### src/hsv2rgb_pkg.sv
// Shared widths, constants and types for the HSV to RGB pixel converter.
// Used by the channel interfaces and by the top level; no dependencies.
package hsv2rgb_pkg;

    localparam int HUE_W    = 15;
    localparam int SV_W     = 9;
    localparam int CHAN_W   = 8;
    localparam int PACKED_W = 24;
    localparam int CHROMA_W = 17;
    localparam int NUM_W    = 28;

    localparam logic [HUE_W-1:0]    FULL_CIRCLE  = 15'd23040;
    localparam logic [11:0]         SECTOR_UNITS = 12'd3840;
    localparam logic [SV_W-1:0]     ONE_Q8       = 9'd256;
    localparam logic [CHAN_W-1:0]   CHAN_MAX     = 8'd255;

    // Sector boundaries as hue units, one per 60 degrees.
    localparam logic [HUE_W-1:0] SEC1_START = 15'd3840;
    localparam logic [HUE_W-1:0] SEC2_START = 15'd7680;
    localparam logic [HUE_W-1:0] SEC3_START = 15'd11520;
    localparam logic [HUE_W-1:0] SEC4_START = 15'd15360;
    localparam logic [HUE_W-1:0] SEC5_START = 15'd19200;

    typedef enum logic [2:0] {
        SEC_RED_YEL,
        SEC_YEL_GRN,
        SEC_GRN_CYN,
        SEC_CYN_BLU,
        SEC_BLU_MAG,
        SEC_MAG_RED
    } t_sector;

    // A numerator on the scale 65536*3840 = 1.0 maps to a byte as
    // floor(n * 255 / (2^24 * 15)) = floor(n * 17 / 2^24).
    function automatic logic [CHAN_W-1:0] chan_of(input logic [NUM_W-1:0] num);
        logic [32:0] prod;
        logic [8:0]  hi;
        prod = ({5'b0, num} << 4) + {5'b0, num};
        hi   = prod[32:24];
        return (hi > {1'b0, CHAN_MAX}) ? CHAN_MAX : hi[CHAN_W-1:0];
    endfunction

endpackage

### src/hsv2rgb_if.sv
// Valid/ready channel interfaces for HSV items in and RGB items out.
// Depends on hsv2rgb_pkg for field widths.
interface hsv2rgb_in_if;
    logic                          valid;
    logic                          ready;
    logic [hsv2rgb_pkg::HUE_W-1:0] hue;
    logic [hsv2rgb_pkg::SV_W-1:0]  saturation;
    logic [hsv2rgb_pkg::SV_W-1:0]  brightness;

    modport source (output valid, hue, saturation, brightness, input ready);
    modport sink   (input valid, hue, saturation, brightness, output ready);
endinterface

interface hsv2rgb_out_if;
    logic                             valid;
    logic                             ready;
    logic [hsv2rgb_pkg::CHAN_W-1:0]   red;
    logic [hsv2rgb_pkg::CHAN_W-1:0]   green;
    logic [hsv2rgb_pkg::CHAN_W-1:0]   blue;
    logic [hsv2rgb_pkg::PACKED_W-1:0] packed_color;

    modport source (output valid, red, green, blue, packed_color, input ready);
    modport sink   (input valid, red, green, blue, packed_color, output ready);
endinterface

### src/hsv_to_rgb_pixel_converter.sv
// HSV to RGB pixel converter: five-stage pipeline, one item per clock.
// Throughput is one item per cycle; every stage takes a new item at each clock unless the
// output is stalled, and then all stages hold together.
// Reset (i_rst_n low, synchronous) clears all stage valid bits and holds input ready low;
// payload is not reset. Depends on hsv2rgb_pkg and the interfaces in hsv2rgb_if.sv.
module hsv_to_rgb_pixel_converter (
    input  logic                 i_clk,
    input  logic                 i_rst_n,
    hsv2rgb_in_if.sink           i_hsv,
    hsv2rgb_out_if.source        o_rgb
);

    localparam int STAGES = 5;

    // The whole pipeline moves when the output register is empty or being
    // drained. Bubbles move along with items, so nothing is lost or repeated.
    logic              adv;
    logic [STAGES-1:0] r_vld;

    assign adv         = ~r_vld[STAGES-1] | o_rgb.ready;
    assign i_hsv.ready = adv & i_rst_n;

    // ---------------------------------------------------------------
    // Stage 1: fold hue into one turn, clamp S and V, find the sector
    // and the weight of the secondary component within that sector.
    // The weight is 3840 - |t - 3840|: the remainder in even sectors,
    // 3840 minus the remainder in odd ones.
    // ---------------------------------------------------------------
    logic [hsv2rgb_pkg::HUE_W-1:0] n_hue;
    logic [hsv2rgb_pkg::HUE_W-1:0] n_base;
    logic [hsv2rgb_pkg::HUE_W-1:0] n_diff;
    logic [11:0]                   n_rem;
    logic [11:0]                   n_w;
    logic [hsv2rgb_pkg::SV_W-1:0]  n_sat;
    logic [hsv2rgb_pkg::SV_W-1:0]  n_val;
    hsv2rgb_pkg::t_sector          n_sec;
    logic                          n_odd;

    always_comb begin
        n_hue = (i_hsv.hue >= hsv2rgb_pkg::FULL_CIRCLE) ?
                i_hsv.hue - hsv2rgb_pkg::FULL_CIRCLE : i_hsv.hue;

        if (n_hue >= hsv2rgb_pkg::SEC5_START) begin
            n_sec  = hsv2rgb_pkg::SEC_MAG_RED;
            n_base = hsv2rgb_pkg::SEC5_START;
        end else if (n_hue >= hsv2rgb_pkg::SEC4_START) begin
            n_sec  = hsv2rgb_pkg::SEC_BLU_MAG;
            n_base = hsv2rgb_pkg::SEC4_START;
        end else if (n_hue >= hsv2rgb_pkg::SEC3_START) begin
            n_sec  = hsv2rgb_pkg::SEC_CYN_BLU;
            n_base = hsv2rgb_pkg::SEC3_START;
        end else if (n_hue >= hsv2rgb_pkg::SEC2_START) begin
            n_sec  = hsv2rgb_pkg::SEC_GRN_CYN;
            n_base = hsv2rgb_pkg::SEC2_START;
        end else if (n_hue >= hsv2rgb_pkg::SEC1_START) begin
            n_sec  = hsv2rgb_pkg::SEC_YEL_GRN;
            n_base = hsv2rgb_pkg::SEC1_START;
        end else begin
            n_sec  = hsv2rgb_pkg::SEC_RED_YEL;
            n_base = '0;
        end

        n_diff = n_hue - n_base;
        n_rem  = n_diff[11:0];
        n_odd  = (n_sec == hsv2rgb_pkg::SEC_YEL_GRN) ||
                 (n_sec == hsv2rgb_pkg::SEC_CYN_BLU) ||
                 (n_sec == hsv2rgb_pkg::SEC_MAG_RED);
        n_w    = n_odd ? hsv2rgb_pkg::SECTOR_UNITS - n_rem : n_rem;

        n_sat = (i_hsv.saturation > hsv2rgb_pkg::ONE_Q8) ?
                hsv2rgb_pkg::ONE_Q8 : i_hsv.saturation;
        n_val = (i_hsv.brightness > hsv2rgb_pkg::ONE_Q8) ?
                hsv2rgb_pkg::ONE_Q8 : i_hsv.brightness;
    end

    hsv2rgb_pkg::t_sector          r1_sec;
    logic [11:0]                   r1_w;
    logic [hsv2rgb_pkg::SV_W-1:0]  r1_sat;
    logic [hsv2rgb_pkg::SV_W-1:0]  r1_val;

    // ---------------------------------------------------------------
    // Stage 2: chroma C = V*S and offset M = V*256 - C, both Q1.16.
    // ---------------------------------------------------------------
    logic [17:0]                        n_vs;
    logic [hsv2rgb_pkg::CHROMA_W-1:0]   n_c;
    logic [hsv2rgb_pkg::CHROMA_W-1:0]   n_m;

    always_comb begin
        n_vs = r1_val * r1_sat;
        n_c  = n_vs[hsv2rgb_pkg::CHROMA_W-1:0];
        n_m  = {r1_val[hsv2rgb_pkg::CHROMA_W-9:0], 8'b0} - n_c;
    end

    hsv2rgb_pkg::t_sector               r2_sec;
    logic [11:0]                        r2_w;
    logic [hsv2rgb_pkg::CHROMA_W-1:0]   r2_c;
    logic [hsv2rgb_pkg::CHROMA_W-1:0]   r2_m;

    // ---------------------------------------------------------------
    // Stage 3: products onto the common scale 65536*3840 = 1.0.
    // C*w is the secondary part; M*3840 is the floor; (C+M)*3840 the peak.
    // ---------------------------------------------------------------
    logic [28:0]                        n_cw;
    logic [28:0]                        n_m3840;
    logic [28:0]                        n_pk3840;
    logic [hsv2rgb_pkg::CHROMA_W-1:0]   n_pk;

    always_comb begin
        n_pk     = r2_c + r2_m;
        n_cw     = {12'b0, r2_c} * {17'b0, r2_w};
        n_m3840  = {12'b0, r2_m} * {17'b0, hsv2rgb_pkg::SECTOR_UNITS};
        n_pk3840 = {12'b0, n_pk} * {17'b0, hsv2rgb_pkg::SECTOR_UNITS};
    end

    hsv2rgb_pkg::t_sector               r3_sec;
    logic [hsv2rgb_pkg::NUM_W-1:0]      r3_cw;
    logic [hsv2rgb_pkg::NUM_W-1:0]      r3_n0;
    logic [hsv2rgb_pkg::NUM_W-1:0]      r3_nc;

    // ---------------------------------------------------------------
    // Stage 4: the secondary numerator, C*w + M*3840.
    // ---------------------------------------------------------------
    logic [hsv2rgb_pkg::NUM_W-1:0] n_nx;

    assign n_nx = r3_cw + r3_n0;

    hsv2rgb_pkg::t_sector               r4_sec;
    logic [hsv2rgb_pkg::NUM_W-1:0]      r4_nx;
    logic [hsv2rgb_pkg::NUM_W-1:0]      r4_n0;
    logic [hsv2rgb_pkg::NUM_W-1:0]      r4_nc;

    // ---------------------------------------------------------------
    // Stage 5: scale each numerator to a byte and route the three
    // components to red, green and blue by sector.
    // ---------------------------------------------------------------
    logic [hsv2rgb_pkg::CHAN_W-1:0] n_bc;
    logic [hsv2rgb_pkg::CHAN_W-1:0] n_bx;
    logic [hsv2rgb_pkg::CHAN_W-1:0] n_b0;
    logic [hsv2rgb_pkg::CHAN_W-1:0] n_red;
    logic [hsv2rgb_pkg::CHAN_W-1:0] n_green;
    logic [hsv2rgb_pkg::CHAN_W-1:0] n_blue;

    always_comb begin
        n_bc = hsv2rgb_pkg::chan_of(r4_nc);
        n_bx = hsv2rgb_pkg::chan_of(r4_nx);
        n_b0 = hsv2rgb_pkg::chan_of(r4_n0);
        case (r4_sec)
            hsv2rgb_pkg::SEC_RED_YEL: begin
                n_red = n_bc; n_green = n_bx; n_blue = n_b0;
            end
            hsv2rgb_pkg::SEC_YEL_GRN: begin
                n_red = n_bx; n_green = n_bc; n_blue = n_b0;
            end
            hsv2rgb_pkg::SEC_GRN_CYN: begin
                n_red = n_b0; n_green = n_bc; n_blue = n_bx;
            end
            hsv2rgb_pkg::SEC_CYN_BLU: begin
                n_red = n_b0; n_green = n_bx; n_blue = n_bc;
            end
            hsv2rgb_pkg::SEC_BLU_MAG: begin
                n_red = n_bx; n_green = n_b0; n_blue = n_bc;
            end
            default: begin
                n_red = n_bc; n_green = n_b0; n_blue = n_bx;
            end
        endcase
    end

    logic [hsv2rgb_pkg::CHAN_W-1:0] r5_red;
    logic [hsv2rgb_pkg::CHAN_W-1:0] r5_green;
    logic [hsv2rgb_pkg::CHAN_W-1:0] r5_blue;

    // Valid bits: the only state that reset clears.
    always_ff @(posedge i_clk) begin
        if (!i_rst_n) begin
            r_vld <= '0;
        end else if (adv) begin
            r_vld <= {r_vld[STAGES-2:0], i_hsv.valid};
        end
    end

    // Payload registers advance with the valid bits.
    always_ff @(posedge i_clk) begin
        if (adv) begin
            r1_sec   <= n_sec;
            r1_w     <= n_w;
            r1_sat   <= n_sat;
            r1_val   <= n_val;

            r2_sec   <= r1_sec;
            r2_w     <= r1_w;
            r2_c     <= n_c;
            r2_m     <= n_m;

            r3_sec   <= r2_sec;
            r3_cw    <= n_cw[hsv2rgb_pkg::NUM_W-1:0];
            r3_n0    <= n_m3840[hsv2rgb_pkg::NUM_W-1:0];
            r3_nc    <= n_pk3840[hsv2rgb_pkg::NUM_W-1:0];

            r4_sec   <= r3_sec;
            r4_nx    <= n_nx;
            r4_n0    <= r3_n0;
            r4_nc    <= r3_nc;

            r5_red   <= n_red;
            r5_green <= n_green;
            r5_blue  <= n_blue;
        end
    end

    assign o_rgb.valid        = r_vld[STAGES-1];
    assign o_rgb.red          = r5_red;
    assign o_rgb.green        = r5_green;
    assign o_rgb.blue         = r5_blue;
    assign o_rgb.packed_color = {r5_red, r5_green, r5_blue};

endmodule
### src/flat_wrapper.sv
// flat-port wrapper written by rule: the top's interface ports become plain ports
module hsv_to_rgb_pixel_converter_flat 
  (i_clk, i_rst_n, i_hsv_valid, i_hsv_hue, i_hsv_saturation, i_hsv_brightness, i_hsv_ready, o_rgb_valid, o_rgb_red, o_rgb_green, o_rgb_blue, o_rgb_packed_color, o_rgb_ready);
  hsv2rgb_in_if i_hsv_i ();
  hsv2rgb_out_if o_rgb_i ();
  input  logic i_clk;
  input  logic i_rst_n;
  input wire logic [$bits(i_hsv_i.valid)-1:0] i_hsv_valid;
  input wire logic [$bits(i_hsv_i.hue)-1:0] i_hsv_hue;
  input wire logic [$bits(i_hsv_i.saturation)-1:0] i_hsv_saturation;
  input wire logic [$bits(i_hsv_i.brightness)-1:0] i_hsv_brightness;
  output wire logic [$bits(i_hsv_i.ready)-1:0] i_hsv_ready;
  output wire logic [$bits(o_rgb_i.valid)-1:0] o_rgb_valid;
  output wire logic [$bits(o_rgb_i.red)-1:0] o_rgb_red;
  output wire logic [$bits(o_rgb_i.green)-1:0] o_rgb_green;
  output wire logic [$bits(o_rgb_i.blue)-1:0] o_rgb_blue;
  output wire logic [$bits(o_rgb_i.packed_color)-1:0] o_rgb_packed_color;
  input wire logic [$bits(o_rgb_i.ready)-1:0] o_rgb_ready;
  assign i_hsv_i.valid = i_hsv_valid;
  assign i_hsv_i.hue = i_hsv_hue;
  assign i_hsv_i.saturation = i_hsv_saturation;
  assign i_hsv_i.brightness = i_hsv_brightness;
  assign i_hsv_ready = i_hsv_i.ready;
  assign o_rgb_valid = o_rgb_i.valid;
  assign o_rgb_red = o_rgb_i.red;
  assign o_rgb_green = o_rgb_i.green;
  assign o_rgb_blue = o_rgb_i.blue;
  assign o_rgb_packed_color = o_rgb_i.packed_color;
  assign o_rgb_i.ready = o_rgb_ready;
  hsv_to_rgb_pixel_converter u_core (.i_clk(i_clk), .i_rst_n(i_rst_n), .i_hsv(i_hsv_i), .o_rgb(o_rgb_i));
endmodule
### config.mk
export PLATFORM = sky130hd
export DESIGN_NAME = hsv_to_rgb_pixel_converter_flat
export DESIGN_NICKNAME = d
export VERILOG_FILES = /design/src/hsv2rgb_pkg.sv /design/src/hsv2rgb_if.sv /design/src/hsv_to_rgb_pixel_converter.sv /design/src/flat_wrapper.sv
export SDC_FILE = /design/constraint.sdc
export NUM_CORES = 1
export LEC_CHECK = 0
export ABC_AREA = 0
export ABC_CLOCK_PERIOD_IN_PS = 18600
export BUFFER_PORTS_ARGS = -buffer_cell sky130_fd_sc_hd__buf_2
export CORE_MARGIN = 2
export CORE_UTILIZATION = 65
export CTS_BUF_LIST = sky130_fd_sc_hd__clkbuf_16
export CTS_CLUSTER_SIZE = 25
export DETAILED_ROUTE_END_ITERATION = 12
export PLACE_DENSITY = 0.83
export SLEW_MARGIN = 20
export SYNTH_ARGS = -nofsm -noshare
export SYNTH_HDL_FRONTEND = slang
export SYNTH_SLANG_ARGS = --single-unit
export TNS_END_PERCENT = 30
### constraint.sdc
create_clock -name i_clk -period 18.6 [get_ports i_clk]
set_input_delay 0.93 -clock i_clk [delete_from_list [all_inputs] [get_ports i_clk]]
set_output_delay 0.93 -clock i_clk [all_outputs]
set_load 0.03 [all_outputs]
==> flow_summary.yaml <==
detailed_routing:
  wl_per_cell_um: 17.4
  drc: 0
  firstDrtPassIters: 5
  vias: 17300
  ant_nets: 0
  dr_wl_met3_mm: 2.74
  dr_wl_met2_mm: 26.7
  drt_wl_total_mm: 51.7
  vias_per_cell: 5.83
  highest_layer: "met4"
  drtIter0Drc: 1000
  wl_met1_mm: 20.6
timing:
  fmax_mhz: 150
  skew_ps: 10.4
  relSlewSlack_pct: 31.3
  hold_ws_ps: 416
  min_period_ps: 6670
  finalSetupTns_ps: 0
  tightest_slew_ps: 1030
  slew_viol_final: 0
  hold_violations: 0
  setup_viol: 0
  fin_crit_sh_pct: 35.9
  grt_setup_unrepaired: "false"
final_layout:
  drive_above_1_share_pct: 6.95
  n_fill_cell: 2714
  areaGrowthSynthToFinish_pct: 6.39
  nets: 2982
  antenna_cells: 0
  postLayoutCoreUtil_pct: 70.1
  fin_cells: 2972
floorplanning:
  die_area_um2: 39800
  io_pins: 87
  rows: 71
  die_h_um: 199
  core_um2: 37700
  start_util_pct: 65.9
  die_width_um: 199
synth:
  yosysWarnings: 0
  synth.yosys.seq_area_share_pct: 30.0
  syn_nets: 2942
  synth_edf_count: 245
  ys.flop_type: "edfxtp_1"
  avgSynthCellArea_um2: 10.3
  ys_ff_latch: 250
  synth_area_um2: 24800
  syn_inst: 2401
  ys_async_sr_fraction_pct: 0
  yosysUniqueCellTypes: 86
worst_setup_path:
  crit_type: "reg -> reg"
  rr_endpoint: "u_core.r2_m[16]"
  cp.arrival_ps: 6980
  start_kind: "flip-flop"
  worst_setup_path_end_kind: "flip-flop"
  rrSetupSlack_ps: 11930
  crit_fanout: 12
  r2r-start: "u_core.r1_val[6]"
  critPathRequiredTime_ps: 18910
  r2r_cells: 22
cts:
  clock_sinks: 250
  ctsHoldBuffers: 0
  clk_pin_slew_ps: 60
  clk_latency_ps: 570
  cts.htree.levels: 1
  cts_resized: 0
  cts_root_buf: "clkbuf_16"
  clockBufferDepth: 3
  numCtsBuffers: 28
  cts_setup_buffers: 0
  cts_tree: "done"
placed_design:
  hpwl_mm: 40.9
  portBuffers: 86
  dp.cells: 2922
  place.gp.congestion: 0.981
status:
  outcome: "complete, no violations"
grt:
  grtUsageTotal_pct: 27.0
  grt_pass1_vias: 17900
  gr-total-overflow: 0
  grt_max_degree: 94
  antenna_found_initial: 0
  grt_pass1_wl_mm: 85.3
min_path:
  hold_path.class: "reg -> reg"
  hold_start: "u_core.r2_sec[1]"
  min_delay_path_depth: 0
  min_to: "u_core.r3_sec[1]"
run:
  drv_cap: 0
[cell usage after synthesis, drive strengths merged (10+ instances only)]
cell type | n | area, um^2
a221oi | 10 | 100
o21bai | 13 | 97.6
nand2 | 247 | 927
or2 | 11 | 68.8
mux2i | 17 | 170
o21a | 24 | 180
nor2 | 88 | 335
a21oi | 113 | 573
nand2b | 18 | 113
edfxtp | 245 | 7360
buf | 27 | 200
nand4 | 15 | 93.8
xor2 | 42 | 368
o21ai | 70 | 365
a211oi | 20 | 150
clkbuf | 52 | 195
and2 | 125 | 782
xnor2 | 96 | 848
nand3 | 31 | 155
inv | 345 | 1290
ha | 243 | 3040
and3 | 17 | 106
nor3 | 39 | 206
fa | 261 | 5230
or3 | 16 | 100
a31oi | 15 | 109
o211ai | 13 | 97.6
nor2b | 37 | 231
a21o | 38 | 285
[cell families (layout without fill, tap and decap cells)]
group	count (synthesis)	in the layout	synth area share (%)
simple gates	667	667	13.4
compound gates	395	395	10.7
flops	250	250	30.0
fa+ha+maj	507	507	33.4
mux	19	19	0.791
buf+inv	425	485	6.82
xor+xnor	138	138	4.90
[worst max-delay path by stage]
| stage | endpoint | start |
|---|---|---|
| 2_1_floorplan | u_core.o_rgb.blue[0] | o_rgb_ready |
| 3_3_place_gp | u_core.r2_m[16] | u_core.r1_val[1] |
| 3_5_place_dp | u_core.r2_m[16] | u_core.r1_val[6] |
| 4_1_cts | u_core.r2_m[16] | u_core.r1_val[6] |
| 5_1_grt | u_core.r2_m[16] | u_core.r1_val[0] |
| 6_report | u_core.r2_m[16] | u_core.r1_val[6] |
[area by class of cell]
cell class / instances / area (um^2) / area share [%]
Clock inverter: 22 / 174 / 0.658
Multi-Input combinational cell: 1726 / 15700 / 59.4
Tap cell: 511 / 639 / 2.42
Timing Repair Buffer: 89 / 453 / 1.71
Inverter: 346 / 1310 / 4.95
Clock buffer: 28 / 701 / 2.65
Sequential cell: 250 / 7460 / 28.2
[critical path, stage by stage, from the launching register on]
cell and delay (ps):
edfxtp_1 620, nand2_1 150, fa_1 550, inv_1 50, fa_1 470, fa_1 490, inv_1 50, fa_1 520
inv_1 40, ha_1 360, and2_1 180, o21ai_0 150, nand2_1 100, o41ai_1 450, xnor2_1 210, inv_1 70
ha_1 350, and3_1 180, a211o_1 300, maj3_1 410, maj3_1 390, a21oi_1 230, xnor2_1 110
[cells in the final DEF, fill, tap and decap left out, types with 18 or more instances in the layout]
master and count:
a211oi_1 20, a21o_1 38, a21oi_1 111, and2_1 125
buf_2 86, clkbuf_16 28, edfxtp_1 245, fa_1 261
ha_1 243, inv_1 347, nand2_1 247, nand2b_1 18
nand3_1 31, nor2_1 86, nor2b_1 37, nor3_1 38
o21a_1 24, o21ai_0 68, xnor2_1 95, xor2_1 41
[per-layer routing]
metal | up-vias | global-route usage (%)
met4 | 0 | 9.25
li1 | 8169 | -
met3 | 133 | 3.22
met2 | 564 | 49.4
met5 | - | 0
met1 | 8471 | 33.1
[per-stage QoR]
step / area [um^2] / setup WS (ps)
floorplan: 24800 / 12120
global placement: 25500 / 12180
detailed placement: 25500 / 12020
CTS: 26400 / 11950
global route: 26400 / 11620
finish: 26400 / 11930
[registers in the layout, summed over array words and instances, names as in the netlist]
| register | cells |
|---|---|
| u_core.r4_sec | 3 |
| u_core.r1_w | 12 |
| u_core.r_vld | 5 |
| u_core.o_rgb.red | 8 |
| u_core.r3_nc | 19 |
| u_core.r1_val | 9 |
| u_core.r4_nx | 28 |
| u_core.r2_m | 17 |
| u_core.r4_nc | 19 |
| u_core.r2_c | 16 |
| u_core.r4_n0 | 20 |
| u_core.r3_sec | 3 |
| u_core.r1_sec | 3 |
| u_core.r2_w | 12 |
| u_core.o_rgb.blue | 8 |
| u_core.o_rgb.green | 8 |
| u_core.r1_sat | 9 |
| u_core.r2_sec | 3 |
| u_core.r3_cw | 28 |
| u_core.r3_n0 | 20 |
Power is not shown: default switching activity piles up to over one toggle a cycle in this logic, so the estimate is an artifact.
